`src/hw/rtl/cbbt_pkg.sv`:
```
// Shared types, field widths and codes of the circuit breaker backoff table.
`default_nettype none

package cbbt_pkg;

   // Default sizes of the entry table.
   localparam int DEF_TABLE_DEPTH = 16;
   localparam int DEF_KEY_BITS    = 32;

   // Field widths.
   localparam int MODE_W    = 2;
   localparam int KEY_IN_W  = 32;
   localparam int TIME_W    = 32;
   localparam int COUNT_W   = 16;
   localparam int THRESH_W  = 16;
   localparam int INIT_W    = 16;
   localparam int BACKOFF_W = 31;
   localparam int DELAY_W   = 32;
   localparam int AGENTS_W  = 5;

   // Port widths.
   localparam int CSR_INDEX_W   = 3;
   localparam int CSR_DATA_W    = 32;
   localparam int REQ_TUSER_W   = MODE_W;
   localparam int REQ_TDATA_W   = KEY_IN_W + TIME_W;
   localparam int RSP_FIELDS_W  = 1 + BACKOFF_W + 1 + 1 + COUNT_W;
   localparam int RSP_TDATA_W   = ((RSP_FIELDS_W + 7) / 8) * 8;
   localparam int RSP_PAD_W     = RSP_TDATA_W - RSP_FIELDS_W;

   // Register values after reset.
   localparam logic [THRESH_W-1:0]  RST_THRESHOLD = 16'd3;
   localparam logic [INIT_W-1:0]    RST_INIT      = 16'd100;
   localparam logic [BACKOFF_W-1:0] RST_CAP       = 31'd30000;
   localparam logic [DELAY_W-1:0]   RST_DELAY     = 32'd60;
   localparam logic [AGENTS_W-1:0]  RST_AGENTS    = 5'd16;

   // Operation carried in the request tuser; code three is lookup only.
   typedef enum logic [MODE_W-1:0] {
      MODE_FAILURE = 2'd0,
      MODE_SUCCESS = 2'd1,
      MODE_QUERY   = 2'd2
   } mode_type;

   // Configuration register indexes.
   typedef enum logic [CSR_INDEX_W-1:0] {
      CSR_THRESHOLD    = 3'd0,
      CSR_INIT_BACKOFF = 3'd1,
      CSR_BACKOFF_CAP  = 3'd2,
      CSR_REOPEN_DELAY = 3'd3,
      CSR_AGENTS       = 3'd4
   } csr_index_type;

   // Controller states.
   typedef enum logic [1:0] {
      ST_IDLE,
      ST_SEARCH,
      ST_UPDATE,
      ST_RESULT
   } state_type;

   // Commands from the controller to the datapath.
   typedef struct packed {
      logic load_req;
      logic scan_step;
      logic take_hit;
      logic take_miss;
      logic update;
      logic load_rsp;
   } dp_cmd_type;

   // Status from the datapath to the controller.
   typedef struct packed {
      logic hit;
      logic scan_end;
      logic rsp_free;
   } dp_sts_type;

endpackage

`default_nettype wire

```
`src/hw/rtl/cbbt_ram.sv`:
```
// Generic single-write, single-read RAM with registered read data.
`default_nettype none

module cbbt_ram #(
   parameter int WIDTH = 8,
   parameter int DEPTH = 16
) (
   input  wire logic                                     clock,
   input  wire logic                                     wr_en,
   input  wire logic [((DEPTH > 1) ? $clog2(DEPTH) : 1)-1:0] wr_addr,
   input  wire logic [WIDTH-1:0]                         wr_data,
   input  wire logic                                     rd_en,
   input  wire logic [((DEPTH > 1) ? $clog2(DEPTH) : 1)-1:0] rd_addr,
   output logic      [WIDTH-1:0]                         rd_data
);

   logic [WIDTH-1:0] mem [DEPTH];
   logic [WIDTH-1:0] rd_data_ff;

   // One write port and one registered read port.
   always_ff @(posedge clock) begin
      if (wr_en) begin
         mem[wr_addr] <= wr_data;
      end
      if (rd_en) begin
         rd_data_ff <= mem[rd_addr];
      end
   end

   assign rd_data = rd_data_ff;

endmodule

`default_nettype wire

```
`src/hw/rtl/cbbt_ctrl.sv`:
```
// Controller state machine: request intake, table scan, update and result.
`default_nettype none

module cbbt_ctrl
   import cbbt_pkg::*;
(
   input  wire logic       clock,
   input  wire logic       reset,
   input  wire logic       req_tvalid,
   output logic            req_tready,
   input  wire dp_sts_type sts,
   output dp_cmd_type      cmd
);

   state_type state_ff;
   state_type state_in;

   // State register.
   always_ff @(posedge clock) begin
      if (reset) begin
         state_ff <= ST_IDLE;
      end else begin
         state_ff <= state_in;
      end
   end

   // Next state and commands.
   always_comb begin
      state_in   = state_ff;
      cmd        = '0;
      req_tready = 1'b0;
      case (state_ff)
         ST_IDLE: begin
            req_tready = 1'b1;
            if (req_tvalid) begin
               cmd.load_req = 1'b1;
               state_in     = ST_SEARCH;
            end
         end
         ST_SEARCH: begin
            cmd.scan_step = 1'b1;
            if (sts.hit) begin
               cmd.take_hit = 1'b1;
               state_in     = ST_UPDATE;
            end else if (sts.scan_end) begin
               cmd.take_miss = 1'b1;
               state_in      = ST_UPDATE;
            end
         end
         ST_UPDATE: begin
            cmd.update = 1'b1;
            state_in   = ST_RESULT;
         end
         ST_RESULT: begin
            if (sts.rsp_free) begin
               cmd.load_rsp = 1'b1;
               state_in     = ST_IDLE;
            end
         end
         default: begin
            state_in = ST_IDLE;
         end
      endcase
   end

endmodule

`default_nettype wire

```
`src/hw/rtl/cbbt_datapath.sv`:
```
// Datapath: configuration registers, entry RAM scan, entry update and result register.
`default_nettype none

module cbbt_datapath
   import cbbt_pkg::*;
#(
   parameter int TABLE_DEPTH = DEF_TABLE_DEPTH,
   parameter int KEY_BITS    = DEF_KEY_BITS
) (
   input  wire logic                   clock,
   input  wire logic                   reset,
   input  wire logic                   csr_write,
   input  wire logic [CSR_INDEX_W-1:0] csr_index,
   input  wire logic [CSR_DATA_W-1:0]  csr_data,
   input  wire logic [REQ_TUSER_W-1:0] req_tuser,
   input  wire logic [REQ_TDATA_W-1:0] req_tdata,
   input  wire dp_cmd_type             cmd,
   output dp_sts_type                  sts,
   output logic                        rsp_tvalid,
   input  wire logic                   rsp_tready,
   output logic [RSP_TDATA_W-1:0]      rsp_tdata
);

   localparam int AW       = (TABLE_DEPTH > 1) ? $clog2(TABLE_DEPTH) : 1;
   localparam int CW       = $clog2(TABLE_DEPTH + 1);
   localparam int CMPW     = (CW > AGENTS_W) ? CW : AGENTS_W;
   localparam int FAIL_LO  = KEY_BITS;
   localparam int OPEN_BIT = KEY_BITS + COUNT_W;
   localparam int TIME_LO  = OPEN_BIT + 1;
   localparam int EW       = TIME_LO + TIME_W;
   localparam int SHIFT_W  = INIT_W + 32;

   // Configuration registers.
   logic [THRESH_W-1:0]  thresh_ff;
   logic [INIT_W-1:0]    init_ff;
   logic [BACKOFF_W-1:0] cap_ff;
   logic [DELAY_W-1:0]   delay_ff;
   logic [AGENTS_W-1:0]  agents_ff;

   // Request held for the duration of one item.
   mode_type             mode_ff;
   logic [KEY_BITS-1:0]  key_ff;
   logic [TIME_W-1:0]    now_ff;

   // Scan control.
   logic [CW-1:0] scan_ff, scan_in;
   logic          rd_pend_ff, rd_pend_in;
   logic [AW-1:0] rd_idx_ff;
   logic [CW-1:0] used_ff, used_in;
   logic          rd_issue;
   logic          room;

   // Working copy of the selected entry.
   logic [KEY_BITS-1:0] ent_key_ff;
   logic [COUNT_W-1:0]  ent_fail_ff;
   logic                ent_open_ff;
   logic [TIME_W-1:0]   ent_time_ff;
   logic [AW-1:0]       ent_idx_ff;
   logic                tracked_ff;
   logic                avail_ff;

   // Result register.
   logic                   rsp_valid_ff, rsp_valid_in;
   logic [RSP_TDATA_W-1:0] rsp_data_ff;

   // Entry RAM ports.
   logic          ram_wr_en;
   logic [EW-1:0] ram_wr_data;
   logic [EW-1:0] ram_rd_data;

   // Update results.
   logic [COUNT_W-1:0] fail_inc;
   logic [TIME_W-1:0]  elapsed;
   logic [COUNT_W-1:0] new_fail;
   logic               new_open;
   logic [TIME_W-1:0]  new_time;
   logic               new_avail;

   // Backoff.
   logic [COUNT_W-1:0]   shift_amt;
   logic                 big_shift;
   logic [SHIFT_W-1:0]   shifted;
   logic [BACKOFF_W-1:0] backoff;
   logic [RSP_TDATA_W-1:0] rsp_word;

   // Configuration writes; unknown indexes are dropped.
   always_ff @(posedge clock) begin
      if (reset) begin
         thresh_ff <= RST_THRESHOLD;
         init_ff   <= RST_INIT;
         cap_ff    <= RST_CAP;
         delay_ff  <= RST_DELAY;
         agents_ff <= RST_AGENTS;
      end else if (csr_write) begin
         case (csr_index)
            CSR_THRESHOLD:    thresh_ff <= csr_data[THRESH_W-1:0];
            CSR_INIT_BACKOFF: init_ff   <= csr_data[INIT_W-1:0];
            CSR_BACKOFF_CAP:  cap_ff    <= csr_data[BACKOFF_W-1:0];
            CSR_REOPEN_DELAY: delay_ff  <= csr_data[DELAY_W-1:0];
            CSR_AGENTS:       agents_ff <= csr_data[AGENTS_W-1:0];
            default: begin
            end
         endcase
      end
   end

   // Capture the request on its transfer.
   always_ff @(posedge clock) begin
      if (cmd.load_req) begin
         mode_ff <= mode_type'(req_tuser[MODE_W-1:0]);
         key_ff  <= KEY_BITS'(req_tdata[KEY_IN_W-1:0]);
         now_ff  <= req_tdata[KEY_IN_W +: TIME_W];
      end
   end

   // One RAM read per scan cycle, entries zero to one below the fill count.
   assign rd_issue = cmd.scan_step && (scan_ff != used_ff);

   // Room to append: below the table size and below the allocation limit (no limit when zero).
   assign room = (used_ff != CW'(TABLE_DEPTH)) &&
                 ((agents_ff == '0) || (CMPW'(used_ff) < CMPW'(agents_ff)));

   assign sts.hit      = rd_pend_ff && (ram_rd_data[KEY_BITS-1:0] == key_ff);
   assign sts.scan_end = !rd_pend_ff && (scan_ff == used_ff);
   assign sts.rsp_free = !rsp_valid_ff;

   // Next values of the scan control and fill count.
   always_comb begin
      scan_in    = scan_ff;
      rd_pend_in = rd_pend_ff;
      used_in    = used_ff;
      if (cmd.load_req) begin
         scan_in    = '0;
         rd_pend_in = 1'b0;
      end else if (cmd.scan_step) begin
         rd_pend_in = rd_issue;
         if (rd_issue) begin
            scan_in = scan_ff + 1'b1;
         end
      end
      if (cmd.take_miss && room) begin
         used_in = used_ff + 1'b1;
      end
   end

   always_ff @(posedge clock) begin
      if (reset) begin
         scan_ff    <= '0;
         rd_pend_ff <= 1'b0;
         used_ff    <= '0;
      end else begin
         scan_ff    <= scan_in;
         rd_pend_ff <= rd_pend_in;
         used_ff    <= used_in;
      end
   end

   // Remember which entry the pending read returns.
   always_ff @(posedge clock) begin
      if (cmd.scan_step) begin
         rd_idx_ff <= scan_ff[AW-1:0];
      end
   end

   // Entry state after this item's operation.
   always_comb begin
      fail_inc  = (ent_fail_ff == '1) ? ent_fail_ff : ent_fail_ff + 1'b1;
      elapsed   = now_ff - ent_time_ff;
      new_fail  = ent_fail_ff;
      new_open  = ent_open_ff;
      new_time  = ent_time_ff;
      new_avail = !ent_open_ff;
      case (mode_ff)
         MODE_FAILURE: begin
            new_fail = fail_inc;
            if ((fail_inc >= thresh_ff) && !ent_open_ff) begin
               new_open = 1'b1;
               new_time = now_ff;
            end
            new_avail = !new_open;
         end
         MODE_SUCCESS: begin
            new_fail  = '0;
            new_open  = 1'b0;
            new_avail = 1'b1;
         end
         MODE_QUERY: begin
            if (!ent_open_ff) begin
               new_avail = 1'b1;
            end else if (elapsed >= delay_ff) begin
               new_open  = 1'b0;
               new_avail = 1'b1;
            end else begin
               new_avail = 1'b0;
            end
         end
         default: begin
            // Lookup only: the entry stays as it is.
            new_avail = !ent_open_ff;
         end
      endcase
   end

   // Working entry: loaded from the RAM on a hit, fresh on a miss,
   // then replaced by the updated values.
   always_ff @(posedge clock) begin
      if (cmd.take_hit) begin
         ent_key_ff  <= ram_rd_data[KEY_BITS-1:0];
         ent_fail_ff <= ram_rd_data[FAIL_LO +: COUNT_W];
         ent_open_ff <= ram_rd_data[OPEN_BIT];
         ent_time_ff <= ram_rd_data[TIME_LO +: TIME_W];
         ent_idx_ff  <= rd_idx_ff;
         tracked_ff  <= 1'b1;
      end else if (cmd.take_miss) begin
         ent_key_ff  <= key_ff;
         ent_fail_ff <= '0;
         ent_open_ff <= 1'b0;
         ent_time_ff <= '0;
         ent_idx_ff  <= used_ff[AW-1:0];
         tracked_ff  <= room;
      end else if (cmd.update) begin
         ent_fail_ff <= new_fail;
         ent_open_ff <= new_open;
         ent_time_ff <= new_time;
         avail_ff    <= new_avail;
      end
   end

   // Write the updated entry back, key included for a fresh one.
   assign ram_wr_en   = cmd.update && tracked_ff;
   assign ram_wr_data = {new_time, new_open, new_fail, ent_key_ff};

   cbbt_ram #(
      .WIDTH (EW),
      .DEPTH (TABLE_DEPTH)
   ) u_entries (
      .clock   (clock),
      .wr_en   (ram_wr_en),
      .wr_addr (ent_idx_ff),
      .wr_data (ram_wr_data),
      .rd_en   (rd_issue),
      .rd_addr (scan_ff[AW-1:0]),
      .rd_data (ram_rd_data)
   );

   // Backoff is zero for a zero count or initial value, else the initial value shifted by count minus one, capped.
   assign shift_amt = ent_fail_ff - 1'b1;
   assign big_shift = |shift_amt[COUNT_W-1:5];
   assign shifted   = SHIFT_W'(init_ff) << shift_amt[4:0];

   always_comb begin
      if ((ent_fail_ff == '0) || (init_ff == '0)) begin
         backoff = '0;
      end else if (big_shift || (shifted > SHIFT_W'(cap_ff))) begin
         backoff = cap_ff;
      end else begin
         backoff = shifted[BACKOFF_W-1:0];
      end
   end

   // Result word; an untracked key reports a closed, clean circuit.
   always_comb begin
      if (tracked_ff) begin
         rsp_word = {{RSP_PAD_W{1'b0}}, ent_fail_ff, ent_open_ff, avail_ff, backoff, 1'b1};
      end else begin
         rsp_word = {{RSP_PAD_W{1'b0}}, {COUNT_W{1'b0}}, 1'b0, 1'b1, {BACKOFF_W{1'b0}}, 1'b0};
      end
   end

   // Result register; it holds until the result transfer.
   always_comb begin
      rsp_valid_in = rsp_valid_ff;
      if (cmd.load_rsp) begin
         rsp_valid_in = 1'b1;
      end else if (rsp_tready) begin
         rsp_valid_in = 1'b0;
      end
   end

   always_ff @(posedge clock) begin
      if (reset) begin
         rsp_valid_ff <= 1'b0;
      end else begin
         rsp_valid_ff <= rsp_valid_in;
      end
   end

   always_ff @(posedge clock) begin
      if (cmd.load_rsp) begin
         rsp_data_ff <= rsp_word;
      end
   end

   assign rsp_tvalid = rsp_valid_ff;
   assign rsp_tdata  = rsp_data_ff;

   // The fill count never passes the table size.
   assert property (@(posedge clock) disable iff (reset)
      used_ff <= CW'(TABLE_DEPTH))
      else $error("fill count beyond table size");

   // The fill count only ever grows by one entry at a time.
   assert property (@(posedge clock) disable iff (reset)
      (used_ff != $past(used_ff)) |-> (used_ff == $past(used_ff) + 1'b1))
      else $error("fill count moved by more than one");

   // A hit always comes from an entry below the fill count.
   assert property (@(posedge clock) disable iff (reset)
      sts.hit |-> (CW'(rd_idx_ff) < used_ff))
      else $error("hit on an unused entry");

   // A new result is never loaded over one that waits for transfer.
   assert property (@(posedge clock) disable iff (reset)
      cmd.load_rsp |-> !rsp_valid_ff)
      else $error("result overwritten");

endmodule

`default_nettype wire

```
`src/hw/rtl/circuit_breaker_backoff_table_top.sv`:
```
// Top level of the circuit breaker table with exponential backoff.
// Each request looks its key up in a table of TABLE_DEPTH entries held in a RAM, appending
// the key when it is new and the table size and allocation limit allow, then records a
// failure, records a success, answers a query or only looks up, and returns one result.
// Keys are searched one RAM read per cycle; the sequential scan over the single RAM read
// port sets how long an item takes, and an item is held longer while the previous result
// waits for its transfer. One item is worked on at a time, and the result register lets
// the next request in while a result still waits for its transfer. Configuration must be
// written through the csr port only while idle; the block itself does not enforce this.
`default_nettype none

module circuit_breaker_backoff_table_top
   import cbbt_pkg::*;
#(
   parameter int TABLE_DEPTH = DEF_TABLE_DEPTH,
   parameter int KEY_BITS    = DEF_KEY_BITS
) (
   input  wire logic                   clock,
   input  wire logic                   reset,
   // Configuration write channel.
   input  wire logic                   csr_valid,
   output logic                        csr_ready,
   input  wire logic [CSR_INDEX_W-1:0] csr_index,
   input  wire logic [CSR_DATA_W-1:0]  csr_data,
   // Request channel.
   input  wire logic                   req_tvalid,
   output logic                        req_tready,
   // req_tdata: agent_key [31:0], now_secs [63:32]
   input  wire logic [REQ_TDATA_W-1:0] req_tdata,
   // req_tuser: mode [1:0]
   input  wire logic [REQ_TUSER_W-1:0] req_tuser,
   // Result channel.
   output logic                        rsp_tvalid,
   input  wire logic                   rsp_tready,
   // rsp_tdata: tracked [0], backoff_ms [31:1], available [32], circuit_is_open [33],
   //            failure_count [49:34], zeros [55:50]
   output logic [RSP_TDATA_W-1:0]      rsp_tdata
);

   dp_cmd_type cmd;
   dp_sts_type sts;

   // Configuration writes are always taken.
   assign csr_ready = 1'b1;

   cbbt_ctrl u_ctrl (
      .clock      (clock),
      .reset      (reset),
      .req_tvalid (req_tvalid),
      .req_tready (req_tready),
      .sts        (sts),
      .cmd        (cmd)
   );

   cbbt_datapath #(
      .TABLE_DEPTH (TABLE_DEPTH),
      .KEY_BITS    (KEY_BITS)
   ) u_datapath (
      .clock      (clock),
      .reset      (reset),
      .csr_write  (csr_valid),
      .csr_index  (csr_index),
      .csr_data   (csr_data),
      .req_tuser  (req_tuser),
      .req_tdata  (req_tdata),
      .cmd        (cmd),
      .sts        (sts),
      .rsp_tvalid (rsp_tvalid),
      .rsp_tready (rsp_tready),
      .rsp_tdata  (rsp_tdata)
   );

endmodule

`default_nettype wire
```
`config.mk`:
```
export PLATFORM = sky130hd
export DESIGN_NAME = circuit_breaker_backoff_table_top
export DESIGN_NICKNAME = d
export VERILOG_FILES = /design/src/hw/rtl/cbbt_pkg.sv /design/src/hw/rtl/cbbt_ram.sv /design/src/hw/rtl/cbbt_ctrl.sv /design/src/hw/rtl/cbbt_datapath.sv /design/src/hw/rtl/circuit_breaker_backoff_table_top.sv
export SDC_FILE = /design/constraint.sdc
export NUM_CORES = 2
export LEC_CHECK = 0
export BUFFER_PORTS_ARGS = -buffer_cell sky130_fd_sc_hd__buf_4
export CORE_MARGIN = 2
export CORE_UTILIZATION = 50
export CTS_CLUSTER_DIAMETER = 30
export DETAILED_ROUTE_END_ITERATION = 10
export PLACE_DENSITY = 0.66
export SLEW_MARGIN = 15
export SYNTH_ARGS = -nofsm -noshare
export SYNTH_HDL_FRONTEND = slang
export SYNTH_HIERARCHICAL = 1
export SYNTH_SLANG_ARGS = --single-unit
```
`constraint.sdc`:
```
create_clock -name clock -period 12.6 [get_ports clock]
set_input_delay 3.78 -clock clock [delete_from_list [all_inputs] [get_ports clock]]
set_output_delay 3.78 -clock clock [all_outputs]
set_load 0.05 [all_outputs]
```
==> qor.log <==
qor: timing.rsz0062_at_grt no
qor: synthesis.post_synth.cell_area_avg 17.6 um2
qor: worst_setup_path.crit_required 13.19 ns
qor: finish.design_area 0.0841 mm2
qor: routing.post_drt_via_cell_ratio 6.07
qor: routing.detail_route.wirelength 176000 um
qor: hold_path.holdPathStages 2
qor: timing.post-route-period-util 0.516
qor: synthesis.synth.yosys.seq_area_share 0.719
qor: floorplanning.die_area 0.142 mm2
qor: pwr.total_switching_power 5800 uW
qor: clocking.cts_num_sinks 1698
qor: synthesis.ys_dominant_reg_cell edfxtp_1
qor: synthesis.post_synthesis_register_bit_count 1698
qor: placed_design.buffer_ports.inserted 157
qor: clocking.cts_inserted_buffers 345
qor: clocking.clock-root-buffer clkbuf_16
qor: synthesis.synth-async-reset-ratio 0
qor: synthesis.synth_cell_types 77
qor: clocking.tritoncts built
qor: worst_setup_path.crit_path_max_incr_delay 0.93 ns
qor: clocking.clk-insertion-delay-late 0.94 ns
qor: routing.drtAntennaViolNets 0
qor: clocking.max-clock-path-buffers 4
qor: hold_path.worst_hold_path_ep u_datapath/thresh_ff[3]$_SDFFE_PP0P_
qor: routing.drt-wirelength-per-cell 27.5 um
qor: worst_setup_path.critPathTopFamily simple AND/OR/NAND/NOR gates
qor: worst_setup_path.critPathBufInv 3
qor: timing.finClkSkew 0.0942 ns
qor: status.run_status finished, final reports clean
qor: finish.area_growth 21.2%
qor: worst_setup_path.r2r_slack 6.09 ns
qor: pwr.p_sw_frac 0.286
qor: clocking.post_cts.resized_instances 0
qor: hold_path.min_from u_datapath/thresh_ff[3]$_SDFFE_PP0P_
qor: pwr.internal_power 14500 uW
qor: timing.final_report_hold_violation_count 0
qor: floorplanning.floorplan.rows 136
qor: worst_setup_path.cell_repeated_most_along_the_worst_path mux2i_1
qor: global_route.wire_length_of_the_first_global_routing_pass 259000 um
qor: clocking.post_cts_setup_buffers 0
qor: floorplanning.die-height 376 um
qor: worst_setup_path.timing.critical_path.fanout_max 29
qor: clocking.cts.htree.levels 5
qor: global_route.grt_antenna_before_repair 3
qor: timing.timing.final.ws_setup 6.09 ns
qor: worst_setup_path.critPathLaunchType register
qor: hold_path.min-delay-path-class register to register
qor: finish.final_layout_size_suffix_gt1_frac 0.266
qor: finish.layout.filler_cells 9715
qor: floorplanning.io-pin-count 165
qor: synthesis.synth-edff-count 1583
qor: worst_setup_path.crit_path_end_kind register
qor: pwr.power_frac_seq 0.376
qor: timing.slew_viol_final 0
qor: finish.final_net_count 4556
qor: placed_design.placed_area 0.0726 mm2
qor: pwr.power.density_cell_area 241 mW/mm2
qor: pwr.combinationalPowerShare 0.188
qor: floorplanning.placeableCoreArea 0.138 mm2
qor: worst_setup_path.critical_path_cell_by_cell buf_4 > inv_2 > ha_1 > mux2i_1 > mux2i_1 > nand2_1 > a21boi_0 > nand2_1 > and3_1 > ha_1 > nand4_1 > nor4_1 > a21oi_1 > or4_4 > a2111oi_4 > buf_4 > mux2i_1 > nor2_1
qor: timing.setup-tns-final 0 ns
qor: synthesis.postSynthCellCount 3942
qor: placed_design.dp_hpwl 93600 um
qor: worst_setup_path.setup.worst_path.class register to register
qor: floorplanning.initial_util 0.504
qor: worst_setup_path.worstReg2RegStart u_datapath/ent_fail_ff[0]$_DFFE_PP_
qor: worst_setup_path.worstReg2RegEnd u_datapath/rsp_tdata[7]$_SDFFCE_PP0P_
qor: finish.end_of_flow_core_utilization 0.611
qor: routing.via_count 38.8k
qor: timing.max_freq 154 MHz
qor: placed_design.gp_routability_congestion 0.887
qor: routing.dr.first_iter.drc_count 3892
qor: floorplanning.die_width 376 um
qor: clocking.clock_transition_at_the_register_clock_pins_on_the_worst_setup_and_hold_paths_after_cts 0.05 ns
qor: timing.slew-limit-headroom 0.282
qor: routing.drc 0
qor: worst_setup_path.rr_worst_depth 18
qor: pwr.static-leakage-power 0.0281 uW
qor: placed_design.post-place-ws 6.11 ns
qor: synthesis.netlist_area_before_placement 0.0694 mm2
qor: pwr.peakVddDrop 0.134 mV
qor: timing.least_margin_pin_slew 1.08 ns
qor: worst_setup_path.slowest_stage ha_1
qor: clocking.cts_hold_repair.buffers 0
qor: global_route.vias_in_the_first_global_route 39.2k
qor: timing.timing.final.setup_violations 0
qor: synthesis.yosys_warnings 6
qor: timing.final.min_clock_period 6.51 ns
qor: pwr.proportion_of_power_drawn_by_the_clock_network 0.436
qor: run.drv.max_cap_violation_count 0
qor: global_route.total_global_routing_overflow 0
qor: pwr.final_total_power 20300 uW
qor: worst_setup_path.timing.critical_path.arrival 7.10 ns
qor: global_route.pin_count_of_the_biggest_net_entering_global_routing 132
qor: global_route.grt.total_usage 0.248
qor: routing.drt-pass1-iter-count 6
-- worst max path at each step --
stage	from	to	cells past startpoint
2_1_floorplan	u_ctrl/state_ff[0]$_SDFFE_PP0P_	u_datapath/u_entries/mem[0][0]$_DFFE_PP_	5
3_3_place_gp	u_datapath/ent_fail_ff[0]$_DFFE_PP_	u_datapath/rsp_tdata[5]$_SDFFCE_PP0P_	18
3_5_place_dp	u_datapath/ent_fail_ff[0]$_DFFE_PP_	u_datapath/rsp_tdata[7]$_SDFFCE_PP0P_	18
4_1_cts	u_datapath/ent_fail_ff[0]$_DFFE_PP_	u_datapath/rsp_tdata[7]$_SDFFCE_PP0P_	18
5_1_grt	u_datapath/ent_fail_ff[0]$_DFFE_PP_	u_datapath/rsp_tdata[5]$_SDFFCE_PP0P_	18
6_report	u_datapath/ent_fail_ff[0]$_DFFE_PP_	u_datapath/rsp_tdata[7]$_SDFFCE_PP0P_	18
-- area by class of cell --
type,instances,area [um2],share of cell area
Antenna cell,2,5.00,0.0000595
Clock buffer,389,8990,0.107
Clock inverter,231,2440,0.0291
Inverter,143,537,0.00638
Multi-Input combinational cell,1898,18200,0.217
Sequential cell,1698,49800,0.593
Tap cell,1794,2240,0.0267
Timing Repair Buffer,239,1810,0.0216
-- layer usage --
layer | GRT usage | share of wire | vias to the layer above
met3 | 0.0477 | 0.081 | 309
met1 | 0.345 | 0.41 | 20100
met4 | 0.0823 | 0.024 | 2
met2 | 0.398 | 0.49 | 1791
li1 | - | - | 16600
met5 | 0 | 0.000074 | -
-- per-stage QoR --
step,std cells,hold WS [ns]
after global routing,6392,0.472
after detailed placement,5771,0.448
after global placement,5771,0.443
final,6394,0.456
after floorplan,3947,0.436
after CTS,6391,0.457
-- registers in the layout, summed over array words and instances, names as in the netlist, 2 cells and up --
name                          flops
u_datapath/u_entries/mem       1296
u_datapath/u_entries/rd_data     81
u_datapath/rsp_tdata             50
u_datapath/delay_ff              32
u_datapath/ent_key_ff            32
u_datapath/ent_time_ff           32
u_datapath/key_ff                32
u_datapath/now_ff                32
u_datapath/cap_ff                31
u_datapath/ent_fail_ff           16
u_datapath/init_ff               16
u_datapath/thresh_ff             16
u_datapath/agents_ff              5
u_datapath/scan_ff                5
u_datapath/used_ff                5
u_datapath/ent_idx_ff             4
u_datapath/rd_idx_ff              4
u_ctrl/state_ff                   2
u_datapath/mode_ff                2
-- logic make-up after synthesis --
| family | after synthesis | share of synthesized area |
|---|---|---|
| compound gates | 560 | 0.0547 |
| fa+ha+maj | 125 | 0.0227 |
| xor+xnor | 87 | 0.0110 |
| mux | 462 | 0.128 |
| simple gates | 657 | 0.0426 |
| other cells | 2 | 0.000108 |
| buf+inv | 351 | 0.0224 |
| flops | 1698 | 0.719 |
-- power groups by stage --
stage	Sequential, uW	Clock (uW)	Combinational [uW]
3_3_place_gp	7720	0	3700
5_1_grt	7690	9230	4180
6_report	7630	8850	3810
3_5_place_dp	7740	0	3770
2_1_floorplan	7650	0	2560
4_1_cts	7640	8950	3800
-- synthesized netlist by cell type (4+ instances only) --
master    instances  area share
dfxtp_1         115       0.033
nor2_1          130      0.0070
o22ai_1          14      0.0013
inv_1           141      0.0076
o21a_1           10      0.0011
nor2b_1          11     0.00099
nand4_1          34      0.0031
edfxtp_1       1583        0.69
a211oi_1          9     0.00097
a21oi_1         149       0.011
a21o_1           25      0.0027
xnor2_1          64      0.0081
ha_1            124       0.022
mux2_2           51      0.0083
nor4_1           15      0.0014
o21ai_1           5     0.00036
and3_1           16      0.0014
nand3b_1          6     0.00065
mux2i_1          59      0.0085
mux2_1           18      0.0029
and2_1           29      0.0026
a41oi_1           4     0.00051
o31ai_1          12      0.0013
a211o_1          11      0.0014
a22oi_1         162       0.018
buf_4            21      0.0023
nor3_1           18      0.0013
clkbuf_1        123      0.0067
o21ai_0          53      0.0038
nand3_1          34      0.0025
nand2_1         330       0.018
a22o_1           52      0.0066
buf_1            19      0.0010
buf_2            29      0.0021
xor2_1           23      0.0029
o21bai_1          6     0.00065
mux4_2          331        0.11
o211ai_1         10      0.0011
buf_6            16      0.0026
a31oi_1          15      0.0014
nand2b_1          9     0.00081
-- worst min-delay path, stage by stage, from the launching register on --
cell and delay, ns:
dfxtp_1 0.30, nand2_1 0.05, a21oi_1 0.05
-- layout by cell type, fill, tap and decap left out, drive strengths merged, types with 11 or more instances in the layout --
| cell | instances |
|---|---|
| a31oi | 15 |
| nand4 | 34 |
| a22oi | 162 |
| bufinv | 37 |
| nand2 | 330 |
| a21oi | 149 |
| edfxtp | 1583 |
| and2 | 30 |
| nand3 | 34 |
| xor2 | 23 |
| and3 | 16 |
| xnor2 | 64 |
| clkinv | 108 |
| mux4 | 333 |
| buf | 239 |
| a22o | 52 |
| nor4 | 15 |
| clkinvlp | 44 |
| ha | 124 |
| dfxtp | 115 |
| o22ai | 14 |
| nor3 | 18 |
| nor2b | 11 |
| nor2 | 130 |
| mux2i | 60 |
| mux2 | 69 |
| a21o | 25 |
| a211o | 11 |
| o21ai | 58 |
| inv | 185 |
| clkbuf | 389 |
| o31ai | 12 |
(Power assumes the default switching activity.)
